===== src/design/spf_pkg.sv =====
// Shared types and constants for the sensor packet framer.
// Used by every module of the block; depends on nothing.
package spf_pkg;

  localparam int unsigned QUEUE_DEPTH = 4;
  localparam int unsigned QPTR_W      = $clog2(QUEUE_DEPTH);
  localparam int unsigned QCNT_W      = $clog2(QUEUE_DEPTH + 1);

  localparam int unsigned POS_W = 6;

  // Byte positions within the framed stream of one packet.
  localparam logic [POS_W-1:0] POS_FIRST_SUMMED = 6'd3;
  localparam logic [POS_W-1:0] POS_PAYLOAD      = 6'd38;
  localparam logic [POS_W-1:0] POS_END_MARK     = 6'd39;
  localparam logic [POS_W-1:0] POS_CSUM         = 6'd40;

  localparam logic [7:0] START_DELIM = 8'h7E;
  localparam logic [7:0] FRAME_TYPE  = 8'h10;
  localparam logic [7:0] END_MARK    = 8'hEE;
  localparam logic [8:0] OUTER_EXTRA = 9'd36;
  localparam logic [7:0] INNER_EXTRA = 8'd9;

  typedef enum logic [2:0] {
    CFG_DEST_ADDR64    = 3'd0,
    CFG_DEST_ADDR16    = 3'd1,
    CFG_FRAME_ID       = 3'd2,
    CFG_RADIUS_OPTIONS = 3'd3,
    CFG_INNER_TYPE     = 3'd4,
    CFG_INNER_ADDRESS  = 3'd5,
    CFG_NODE_CLUSTER   = 3'd6,
    CFG_UNUSED         = 3'd7
  } cfg_index_t;

  typedef struct packed {
    logic [63:0] dest_addr64;
    logic [15:0] dest_addr16;
    logic [7:0]  frame_id;
    logic [15:0] radius_and_options;
    logic [15:0] inner_type_word;
    logic [55:0] inner_address;
    logic [23:0] node_cluster_command;
  } cfg_regs_t;

  localparam cfg_regs_t CFG_RESET = '{
    dest_addr64:          64'd5526146524104506,
    dest_addr16:          16'd65534,
    frame_id:             8'd0,
    radius_and_options:   16'd0,
    inner_type_word:      16'd512,
    inner_address:        56'd5526146522291205,
    node_cluster_command: 24'd65794
  };

  // One classified payload byte, as handed from the front end to the back end.
  typedef struct packed {
    logic        first;
    logic        last;
    logic [7:0]  data_byte;
    logic [7:0]  length;
    logic [15:0] total_samples;
    logic [7:0]  sequence_req;
    logic [7:0]  channel;
    logic        compressed;
  } cmd_t;

endpackage


===== src/design/spf_front.sv =====
// Front end of the packet framer: accepts payload bytes and marks packet edges.
// Depends on spf_pkg.
module spf_front import spf_pkg::*; (
  input  logic        clk,
  input  logic        rst,
  input  logic        s_tvalid,
  output logic        s_tready,
  input  logic [47:0] s_tdata,  // data_byte, pkt_len, total_samples, sequence_req, channel
  input  logic        s_tuser,  // compressed
  input  logic        q_full,
  output logic        q_push,
  output cmd_t        q_cmd
);

  logic [7:0] bytes_left;
  logic [7:0] bytes_left_next;
  logic [7:0] eff_length;
  logic       in_fire;

  assign s_tready = !q_full;
  assign in_fire  = s_tvalid && s_tready;
  assign q_push   = in_fire;

  // A zero length is framed as a one-byte packet.
  assign eff_length = (s_tdata[15:8] == 8'd0) ? 8'd1 : s_tdata[15:8];

  always_comb begin
    q_cmd.data_byte     = s_tdata[7:0];
    q_cmd.length        = eff_length;
    q_cmd.total_samples = s_tdata[31:16];
    q_cmd.sequence_req  = s_tdata[39:32];
    q_cmd.channel       = s_tdata[47:40];
    q_cmd.compressed    = s_tuser;
    q_cmd.first         = (bytes_left == 8'd0);
    if (bytes_left == 8'd0) begin
      q_cmd.last      = (eff_length == 8'd1);
      bytes_left_next = eff_length - 8'd1;
    end else begin
      q_cmd.last      = (bytes_left == 8'd1);
      bytes_left_next = bytes_left - 8'd1;
    end
  end

  always_ff @(posedge clk) begin
    if (rst) begin
      bytes_left <= 8'd0;
    end else if (in_fire) begin
      bytes_left <= bytes_left_next;
    end
  end

endmodule


===== src/design/spf_queue.sv =====
// Short command queue between the front and back ends of the framer.
// Depends on spf_pkg.
module spf_queue import spf_pkg::*; (
  input  logic clk,
  input  logic rst,
  input  logic push,
  input  cmd_t push_cmd,
  output logic full,
  input  logic pop,
  output logic head_valid,
  output cmd_t head_cmd
);

  cmd_t              entries [QUEUE_DEPTH];
  logic [QPTR_W-1:0] wr_ptr;
  logic [QPTR_W-1:0] rd_ptr;
  logic [QCNT_W-1:0] count;

  assign full       = (count == QCNT_W'(QUEUE_DEPTH));
  assign head_valid = (count != '0);
  assign head_cmd   = entries[rd_ptr];

  always_ff @(posedge clk) begin
    if (push) begin
      entries[wr_ptr] <= push_cmd;
    end
  end

  always_ff @(posedge clk) begin
    if (rst) begin
      wr_ptr <= '0;
      rd_ptr <= '0;
      count  <= '0;
    end else begin
      if (push) begin
        wr_ptr <= wr_ptr + 1'b1;
      end
      if (pop) begin
        rd_ptr <= rd_ptr + 1'b1;
      end
      if (push && !pop) begin
        count <= count + 1'b1;
      end else if (pop && !push) begin
        count <= count - 1'b1;
      end
    end
  end

  a_no_overflow: assert property (@(posedge clk) disable iff (rst) !(push && full))
    else $error("queue written while full");
  a_no_underflow: assert property (@(posedge clk) disable iff (rst) pop |-> head_valid)
    else $error("queue read while empty");
  a_count_range: assert property (@(posedge clk) disable iff (rst)
      count <= QCNT_W'(QUEUE_DEPTH))
    else $error("queue count beyond its depth");

endmodule


===== src/design/spf_back.sv =====
// Back end of the framer: expands queued commands into header, payload,
// end mark and checksum bytes. Depends on spf_pkg.
module spf_back import spf_pkg::*; (
  input  logic       clk,
  input  logic       rst,
  input  cfg_regs_t  cfg,
  input  logic       head_valid,
  input  cmd_t       head_cmd,
  output logic       pop,
  output logic       m_tvalid,
  input  logic       m_tready,
  output logic [7:0] m_tdata,  // out_byte
  output logic       m_tlast   // frame_end
);

  logic [POS_W-1:0] pos;
  logic [POS_W-1:0] eff_pos;
  logic [7:0]       running_sum;
  logic [7:0]       byte_val;
  logic [8:0]       len_outer;
  logic [7:0]       inner_len;
  logic [8:0]       len_inner;
  logic             emit;
  logic             entry_done;

  assign eff_pos   = head_cmd.first ? pos : pos + POS_PAYLOAD;
  assign len_outer = {1'b0, head_cmd.length} + OUTER_EXTRA;
  assign inner_len = head_cmd.length + INNER_EXTRA;
  assign len_inner = {1'b0, inner_len} + {1'b0, INNER_EXTRA};

  assign emit       = head_valid && (!m_tvalid || m_tready);
  assign entry_done = (eff_pos == POS_CSUM) || (eff_pos == POS_PAYLOAD && !head_cmd.last);
  assign pop        = emit && entry_done;

  always_comb begin
    unique case (eff_pos)
      6'd0:  byte_val = START_DELIM;
      6'd1:  byte_val = {7'd0, len_outer[8]};
      6'd2:  byte_val = len_outer[7:0];
      6'd3:  byte_val = FRAME_TYPE;
      6'd4:  byte_val = cfg.frame_id;
      6'd5:  byte_val = cfg.dest_addr64[63:56];
      6'd6:  byte_val = cfg.dest_addr64[55:48];
      6'd7:  byte_val = cfg.dest_addr64[47:40];
      6'd8:  byte_val = cfg.dest_addr64[39:32];
      6'd9:  byte_val = cfg.dest_addr64[31:24];
      6'd10: byte_val = cfg.dest_addr64[23:16];
      6'd11: byte_val = cfg.dest_addr64[15:8];
      6'd12: byte_val = cfg.dest_addr64[7:0];
      6'd13: byte_val = cfg.dest_addr16[15:8];
      6'd14: byte_val = cfg.dest_addr16[7:0];
      6'd15: byte_val = cfg.radius_and_options[15:8];
      6'd16: byte_val = cfg.radius_and_options[7:0];
      6'd17: byte_val = START_DELIM;
      6'd18: byte_val = {7'd0, len_inner[8]};
      6'd19: byte_val = len_inner[7:0];
      6'd20: byte_val = cfg.inner_type_word[15:8];
      6'd21: byte_val = cfg.inner_type_word[7:0];
      6'd22: byte_val = cfg.inner_address[55:48];
      6'd23: byte_val = cfg.inner_address[47:40];
      6'd24: byte_val = cfg.inner_address[39:32];
      6'd25: byte_val = cfg.inner_address[31:24];
      6'd26: byte_val = cfg.inner_address[23:16];
      6'd27: byte_val = cfg.inner_address[15:8];
      6'd28: byte_val = cfg.inner_address[7:0];
      6'd29: byte_val = inner_len;
      6'd30: byte_val = cfg.node_cluster_command[23:16];
      6'd31: byte_val = cfg.node_cluster_command[15:8];
      6'd32: byte_val = cfg.node_cluster_command[7:0];
      6'd33: byte_val = {7'd0, head_cmd.compressed};
      6'd34: byte_val = head_cmd.total_samples[15:8];
      6'd35: byte_val = head_cmd.total_samples[7:0];
      6'd36: byte_val = head_cmd.sequence_req;
      6'd37: byte_val = head_cmd.channel;
      6'd38: byte_val = head_cmd.data_byte;
      6'd39: byte_val = END_MARK;
      6'd40: byte_val = ~running_sum;
      default: byte_val = 8'd0;
    endcase
  end

  always_ff @(posedge clk) begin
    if (rst) begin
      pos         <= '0;
      running_sum <= 8'd0;
      m_tvalid    <= 1'b0;
    end else begin
      if (m_tvalid && m_tready && !emit) begin
        m_tvalid <= 1'b0;
      end
      if (emit) begin
        m_tvalid <= 1'b1;
        pos      <= entry_done ? '0 : pos + 1'b1;
        // The checksum covers everything after the outer length field.
        if (eff_pos == '0) begin
          running_sum <= 8'd0;
        end else if (eff_pos >= POS_FIRST_SUMMED && eff_pos <= POS_END_MARK) begin
          running_sum <= running_sum + byte_val;
        end
      end
    end
  end

  always_ff @(posedge clk) begin
    if (emit) begin
      m_tdata <= byte_val;
      m_tlast <= (eff_pos == POS_CSUM);
    end
  end

  a_pos_range: assert property (@(posedge clk) disable iff (rst)
      head_valid |-> (eff_pos <= POS_CSUM))
    else $error("byte position beyond the end of a frame");
  a_csum_pops: assert property (@(posedge clk) disable iff (rst)
      (emit && eff_pos == POS_CSUM) |-> (pop && head_cmd.last))
    else $error("checksum emitted for an entry that does not close its packet");
  a_out_hold: assert property (@(posedge clk) disable iff (rst)
      (m_tvalid && !m_tready) |=> (m_tvalid && $stable(m_tdata) && $stable(m_tlast)))
    else $error("output transaction changed while stalled");

endmodule


===== src/design/sensor_packet_framer.sv =====
// Sensor packet framer: builds a two-level radio frame around payload bytes.
// Input channel s_*: one payload byte per transaction; the first byte of a
// packet also carries its length, total sample count, sequence and channel.
// Output channel m_*: the framed byte stream, tlast on each checksum byte.
// Configuration channel cfg_*: register writes, always ready; values are
// used by header bytes emitted after the write.
// Each accepted byte is queued; its output bytes leave via the output register.
// Throughput: one output byte per cycle while m_tready is high and a command
// is queued, set by the single byte-wide output register; a packet of n bytes
// becomes n + 40 output bytes. Input bytes are taken one per cycle while the
// four-entry command queue has room, so the input stalls during the 38-byte
// header burst once the queue fills.
// Reset clears the byte counter, byte position, queue and output valid;
// configuration registers return to their default values.
// When the receiver stalls, the output byte is held and the queue fills,
// then s_tready drops until bytes drain.
// Depends on spf_pkg, spf_front, spf_queue and spf_back.
module sensor_packet_framer import spf_pkg::*; (
  input  logic        clk,
  input  logic        rst,
  input  logic        s_tvalid,
  output logic        s_tready,
  input  logic [47:0] s_tdata,  // data_byte, pkt_len, total_samples, sequence_req, channel
  input  logic        s_tuser,  // compressed
  output logic        m_tvalid,
  input  logic        m_tready,
  output logic [7:0]  m_tdata,  // out_byte
  output logic        m_tlast,  // frame_end
  input  logic        cfg_valid,
  output logic        cfg_ready,
  input  logic [2:0]  cfg_index,
  input  logic [63:0] cfg_data
);

  cfg_regs_t cfg;
  cmd_t      push_cmd;
  cmd_t      head_cmd;
  logic      q_full;
  logic      q_push;
  logic      q_pop;
  logic      head_valid;

  assign cfg_ready = 1'b1;

  always_ff @(posedge clk) begin
    if (rst) begin
      cfg <= CFG_RESET;
    end else if (cfg_valid && cfg_ready) begin
      unique case (cfg_index_t'(cfg_index))
        CFG_DEST_ADDR64:    cfg.dest_addr64          <= cfg_data;
        CFG_DEST_ADDR16:    cfg.dest_addr16          <= cfg_data[15:0];
        CFG_FRAME_ID:       cfg.frame_id             <= cfg_data[7:0];
        CFG_RADIUS_OPTIONS: cfg.radius_and_options   <= cfg_data[15:0];
        CFG_INNER_TYPE:     cfg.inner_type_word      <= cfg_data[15:0];
        CFG_INNER_ADDRESS:  cfg.inner_address        <= cfg_data[55:0];
        CFG_NODE_CLUSTER:   cfg.node_cluster_command <= cfg_data[23:0];
        CFG_UNUSED:         ;
        default:            ;
      endcase
    end
  end

  spf_front u_front (
    .clk      (clk),
    .rst      (rst),
    .s_tvalid (s_tvalid),
    .s_tready (s_tready),
    .s_tdata  (s_tdata),
    .s_tuser  (s_tuser),
    .q_full   (q_full),
    .q_push   (q_push),
    .q_cmd    (push_cmd)
  );

  spf_queue u_queue (
    .clk        (clk),
    .rst        (rst),
    .push       (q_push),
    .push_cmd   (push_cmd),
    .full       (q_full),
    .pop        (q_pop),
    .head_valid (head_valid),
    .head_cmd   (head_cmd)
  );

  spf_back u_back (
    .clk        (clk),
    .rst        (rst),
    .cfg        (cfg),
    .head_valid (head_valid),
    .head_cmd   (head_cmd),
    .pop        (q_pop),
    .m_tvalid   (m_tvalid),
    .m_tready   (m_tready),
    .m_tdata    (m_tdata),
    .m_tlast    (m_tlast)
  );

endmodule

===== config.mk =====
export PLATFORM = sky130hd
export DESIGN_NAME = sensor_packet_framer
export DESIGN_NICKNAME = d
export VERILOG_FILES = /design/src/design/spf_pkg.sv /design/src/design/spf_front.sv /design/src/design/spf_queue.sv /design/src/design/spf_back.sv /design/src/design/sensor_packet_framer.sv
export SDC_FILE = /design/constraint.sdc
export NUM_CORES = 1
export LEC_CHECK = 0
export ABC_CLOCK_PERIOD_IN_PS = 5700
export BUFFER_PORTS_ARGS = -buffer_cell sky130_fd_sc_hd__clkbuf_2
export CAP_MARGIN = 10
export CORE_MARGIN = 4
export CORE_UTILIZATION = 60
export DETAILED_ROUTE_END_ITERATION = 8
export PLACE_DENSITY = 0.84
export SLEW_MARGIN = 20
export SYNTH_ARGS = -nofsm -noshare
export SYNTH_HDL_FRONTEND = slang
export SYNTH_SLANG_ARGS = --single-unit

===== constraint.sdc =====
create_clock -name clk -period 5.7 [get_ports clk]
set_input_delay 0.57 -clock clk [delete_from_list [all_inputs] [get_ports clk]]
set_output_delay 0.57 -clock clk [all_outputs]
set_load 0.01 [all_outputs]

==> results of run 1 <==
flip-flops by register name (all words and copies together) (netlist names), named ones only:
register,cells
u_back.running_sum,8
u_back.m_tlast,1
cfg,200
u_back.pos,6
u_queue.rd_ptr,2
u_back.m_tvalid,1
u_queue.wr_ptr,2
u_front.bytes_left,8
u_queue.entries,204
u_queue.count,3
u_back.m_tdata,8
metrics by stage:
stage	utilization (%)	setup WS, ps	area, um^2	power, mW
CTS	69.3	334	21900	9.71
global placement	64.7	443	20500	6.76
floorplan	-	940	19300	5.78
finish	69.4	245	21900	9.77
global route	69.4	61.8	21900	10.1
detailed placement	64.7	340	20500	6.83
final timing paths:
path	startpoint	to	cells past startpoint
max reg2reg	u_back.pos[1]$_SDFFE_PP0P_	u_back.running_sum[7]$_SDFFE_PP0P_	19
max	u_back.pos[1]$_SDFFE_PP0P_	u_back.running_sum[7]$_SDFFE_PP0P_	19
min	cfg_data[61]	cfg[197]$_SDFFE_PP0P_	3
min reg2reg	cfg[105]$_SDFFE_PP0P_	cfg[105]$_SDFFE_PP0P_	2
cells by family (layout without fill, tap and decap cells):
| kind of cell | count (synthesis) | after routing |
|---|---|---|
| AOI/OAI and AO/OA | 367 | 367 |
| xor gates and xnor gates | 38 | 38 |
| adders and majority gates | 27 | 27 |
| buffers and inverters | 129 | 294 |
| DFF | 445 | 445 |
| muxes | 56 | 57 |
| other | 1 | 1 |
| and+or+nand+nor | 738 | 738 |
layer usage:
layer | wire length, um | vias up | global-route usage [%] | share of wire [%]
met5 | 13 | - | 0 | 0.021
met4 | 3070 | 2 | 13.4 | 4.9
met3 | 6870 | 201 | 6.61 | 11
met2 | 28900 | 1072 | 55.1 | 46
met1 | 24500 | 7489 | 49.0 | 39
li1 | - | 6770 | - | -
area by class of cell:
class                      instances  area share [%]
timing repair buffer             183            4.81
multi-input combinational       1228            35.4
tap                              402            2.29
inverter                          30           0.524
sequential                       445            50.3
clock buffer                      67            5.99
clock inverter                    14           0.633
worst min-delay path: cells and delay by family:
kind,cells,cell delay [ps]
AND/OR/NAND/NOR,1,40
AO/OA/AOI/OAI,1,50
buffers and inverters,1,80
where the power goes:
group | leakage [nW] | total [mW] | switching [mW] | internal (mW)
Combinational | 3.29 | 3.00 | 1.93 | 1.06
Clock | 0.715 | 2.88 | 1.23 | 1.65
Sequential | 3.85 | 3.89 | 0.175 | 3.72
cells in the final DEF (no fill, tap or decap), types with 9 or more instances in the layout:
master / n
nor2b_1: 13
nand3_1: 21
a21oi_1: 180
inv_1: 28
nand2b_1: 11
xor2_1: 15
edfxtp_1: 213
ha_1: 25
nand2_1: 457
mux4_2: 51
a221oi_1: 27
nor2_1: 71
and3_1: 9
clkbuf_1: 9
nor3_1: 21
xnor2_1: 22
or3_1: 10
nand4_1: 21
dfxtp_1: 230
clkbuf_2: 134
o21ai_0: 28
a22oi_1: 58
clkbuf_16: 46
a22o_1: 13
nand3b_1: 54
buf_4: 51
==> impl_metrics.yaml, run 1 <==
outcome:
  outcome: "finished clean"
sta:
  fin_skew_ps: 23.3
  period_share_pct: 95.7
  finalSetupViolations: 0
  setup_tns_ps: 0
  min_period_ps: 5460
  maxSlewHeadroom_pct: 29.6
  rsz0062_at_grt: "no"
  fmax_mhz: 183
  finalHoldViolCount: 0
  drv_slew: 0
  tightest_slew_ps: 1050
  whs_ps: 220
global_route:
  grt_pass1_wl_um: 94000
  grt_pass1_vias: 14700
  grt_max_degree: 124
  overflow: 0
  grt_use_total_pct: 35.1
  grt_antenna_before_repair: 2
drt:
  routed_via_density: 6.56
  wire_per_inst_um: 26.7
  first_iter_violations: 2329
  dr.pass1.iters: 6
  via_count: 15500
  drc: 0
  routed_wl_um: 63300
  final_antenna_net_count: 0
logic_synthesis:
  synth_xor_area_share_pct: 1.82
  synth_top_family_by_area: "simple AND/OR/NAND/NOR gates"
  syn_nets: 1949
  synth_ff_type: "dfxtp_1"
  synth.top_cell.area_share_pct: 33.2
  synth_compound_area_share_pct: 12.5
  synthMuxAreaShare_pct: 6.24
  synth_cell_types: 78
  synthMostInstantiatedCell: "nand2_1"
  netlist_area_mm2: 0.0193
  synthAdderAreaFrac_pct: 1.83
  seq_area_frac_synth_pct: 57.3
  synth_area_leaders: "edfxtp_1 33%, dfxtp_1 24%, nand2_1 8.9%"
  ys_ff_latch: 445
  synthCells: 1801
  synth_simple_gate_area_share_pct: 17.6
  synth_common_cells: "458 x nand2_1, 232 x dfxtp_1, 213 x edfxtp_1"
  yosysWarnings: 0
  ys_async_sr_fraction_pct: 0
  synth_top_area_cell: "edfxtp_1"
  avgSynthCellArea_um2: 10.7
  synth_edf_count: 213
floorplan:
  rows: 65
  die-area_mm2: 0.0351
  start_util_pct: 60.9
  dieWidth_um: 187
  io_pins: 133
  die_h_um: 187
  coreArea_mm2: 0.0316
finish:
  regArea_mm2: 0.0110
  antenna_cells: 0
  fillCellCount: 2242
  drive_gt1_share_pct: 17.9
  multi_input_area_mm2: 0.00777
  finalNonFillerCells: 2369
  finalNetCount: 2080
  syn2layout_area_growth_pct: 13.8
critical_path:
  required_ps: 6190
  critPathLaunchType: "flop"
  crit_path_end_kind: "flop"
  crit_buf_inv: 1
  critPathKind: "flop to flop"
  slowest_stage: "a222oi_1"
  crit_family: "compound AO/OA/AOI/OAI gates"
  worstPathArrival_ps: 5950
  worstPathMaxFanout: 10
  rrSetupSlack_ps: 240
  crit_path_max_incr_delay_ps: 600
  path_cells: "inv_1 > ha_1 > nor3b_1 > o21ai_0 > a21oi_4 > o211ai_2 > nor2_1 > a222oi_1 > nand4_1 > nor4_1 > nand3_1 > ha_1 > a21oi_1 > o21bai_1 > a21oi_1 > o21bai_1 > a21o_1 > or4_1 > nand4_1"
cts:
  htree_levels: 2
  cts_tree: "built"
  cts.sinks: 445
  cts_resized: 0
  clk_path_buf_depth: 3
  hold_buffers: 0
  root_buffer: "clkbuf_16"
  clk_latency_ps: 570
  cts_buffers: 44
  path_clk_slew_ps: 60
  cts_setup_buffers: 0
pwr:
  vdd_drop_max_v: 0.000385
  p_per_area_mw_per_mm2: 445
  p_leak_nw: 7.85
place:
  port-buffer-count: 131
  gp_congestion: 1.07
  dp_hpwl_um: 43300
  placedCellCount: 2287
run:
  drv_cap: 0
hold_path:
  holdCritPathClass: "primary input to flop"
Power figures use the tool's default switching activity.
==> run 2: changes to the inputs <==
- ABC_CLOCK_PERIOD_IN_PS: 5700 -> 6350
- CORE_UTILIZATION: 60 -> 65
- PLACE_DENSITY: 0.84 -> 0.9
- clock period: 5.7 -> 6.35 ns (I/O delays scaled with it)
==> impl_metrics.yaml, run 2 (synthesis gave the netlist of run 1 again) <==
finish:
  finalNonFillerCells: 2325
  fillCellCount: 1808
  finalNetCount: 2057
  layout_commonest_cell: "nand2_1"
  utilization_pct: 74.6
  drive_gt1_share_pct: 16.7
  multi_input_area_mm2: 0.00775
  layout_common_cells: "457 x nand2_1, 230 x dfxtp_1, 213 x edfxtp_1"
  largest_reg_flops: 204
  largest-register: "u_queue.entries"
  syn2layout_area_growth_pct: 12.3
  regArea_mm2: 0.0110
  antenna_cells: 0
  reg_top3: "u_queue.entries: 204 flops, cfg: 200 flops"
floorplan:
  die_h_um: 180
  die-area_mm2: 0.0325
  dieWidth_um: 180
  start_util_pct: 66.5
  io_pins: 133
  rows: 62
  coreArea_mm2: 0.0290
drt:
  first_iter_violations: 2756
  dr.pass1.iters: 7
  wire_per_inst_um: 28.9
  routed_wl_um: 67200
  via_count: 16200
  final_antenna_net_count: 0
  routed_via_density: 6.97
  drc: 0
sta:
  finalHoldViolCount: 0
  rsz0062_at_grt: "no"
  drv_slew: 0
  finalSetupViolations: 0
  fin_skew_ps: 14.6
  layout_setup_ws_ps: 522
  min_period_ps: 5830
  fmax_mhz: 172
  tightest_slew_ps: 1050
  period_share_pct: 91.8
  whs_ps: 302
  maxSlewHeadroom_pct: 29.7
  setup_tns_ps: 0
place:
  port-buffer-count: 131
  dp_hpwl_um: 43100
  post-place-ws_ps: 694
  gp_congestion: 1.04
  placedCellCount: 2248
pwr:
  p_per_area_mw_per_mm2: 400
  vdd_drop_max_v: 0.000390
  p_leak_nw: 7.70
hold_path:
  hold_start: "cfg_data[56]"
  holdPathEnd: "cfg[192]$_SDFFE_PP0P_"
  holdCritPathClass: "primary input to flop"
  hold_depth: 3
critical_path:
  crit_path_end_kind: "flop"
  worstPathArrival_ps: 6250
  worstPathMaxFanout: 12
  required_ps: 6770
  critPathLaunchType: "flop"
  reg2reg_from: "u_back.pos[2]$_SDFFE_PP0P_"
  rrSetupSlack_ps: 520
  critPathKind: "flop to flop"
  r2r_end: "u_back.running_sum[7]$_SDFFE_PP0P_"
  r2r_cells: 21
cts:
  clk_path_buf_depth: 3
  hold_buffers: 0
  root_buffer: "clkbuf_16"
  cts_resized: 0
  path_clk_slew_ps: 60
  cts_buffers: 43
  htree_levels: 2
  cts_tree: "built"
  cts.sinks: 445
  clk_latency_ps: 550
  cts_setup_buffers: 0
run:
  drv_cap: 0
global_route:
  grt_use_total_pct: 40.1
  grt_antenna_before_repair: 1
  grt_pass1_wl_um: 99700
  grt_pass1_vias: 15700
  overflow: 0
  grt_max_degree: 122
outcome:
  outcome: "finished clean"
run 2: cell count changes in the layout (fill, tap and decap cells not counted), sizes merged:
cell	change
buf	-21
clkinvlp	-2
clkbuf	-11
clkinv	+6
bufinv	+2
inv	+1
mux4	-1
run 2: worst max-delay path by stage:
stage / start / to / slack, ps / depth (start not counted)
2_1_floorplan: u_back.pos[1]$_SDFFE_PP0P_ / u_back.running_sum[7]$_SDFFE_PP0P_ / 1590 / 20
3_3_place_gp: u_back.pos[2]$_SDFFE_PP0P_ / u_back.running_sum[7]$_SDFFE_PP0P_ / 840 / 20
3_5_place_dp: u_back.pos[2]$_SDFFE_PP0P_ / u_back.running_sum[7]$_SDFFE_PP0P_ / 690 / 20
4_1_cts: u_back.pos[2]$_SDFFE_PP0P_ / u_back.running_sum[7]$_SDFFE_PP0P_ / 660 / 20
5_1_grt: u_back.pos[2]$_SDFFE_PP0P_ / u_back.running_sum[7]$_SDFFE_PP0P_ / 270 / 20
6_report: u_back.pos[2]$_SDFFE_PP0P_ / u_back.running_sum[7]$_SDFFE_PP0P_ / 520 / 21
run 2: worst max-delay path, cell delays in order (launching register included):
cell	delay [ps]
dfxtp_1	640
inv_1	140
ha_1	340
nor4b_1	350
nor2_2	60
nor3b_2	430
nor2_1	200
or3_1	460
nor2_1	650
a22oi_1	230
nand4_1	150
or4_1	230
ha_1	270
a21o_1	160
a21oi_1	230
o21bai_1	100
a21oi_1	230
o21bai_1	110
a21oi_1	230
nor3_1	100
mux2i_1	270
nand4_1	110
run 2: layout make-up:
cell class,count,area share [%]
tap,384,2.22
timing repair buffer,162,4.15
multi-input combinational,1227,35.8
inverter,30,0.532
sequential,445,51.0
clock buffer,56,5.34
clock inverter,21,0.902
run 2: stage by stage:
stage                     instance area [um^2]  total power, mW
final                                    21600             8.66
after floorplan                          19300             5.19
after detailed placement                 20300             6.04
after global routing                     21600             8.91
after CTS                                21600             8.57
after global placement                   20300             5.94
run 2: report_power, final:
part / switching, mW / internal [mW] / total [mW]
sequential: 0.177 / 3.34 / 3.52
combinational: 1.73 / 0.897 / 2.63
clock: 1.10 / 1.41 / 2.51
total: 3.01 / 5.65 / 8.66
run 2: per-layer routing:
metal | up-vias | global-route usage (%) | part of all wire [%]
li1 | 6716 | - | -
met1 | 7753 | 54.5 | 36
met2 | 1434 | 62.1 | 45
met3 | 306 | 9.57 | 13
met4 | 2 | 17.8 | 6.2
met5 | - | 0 | 0.019
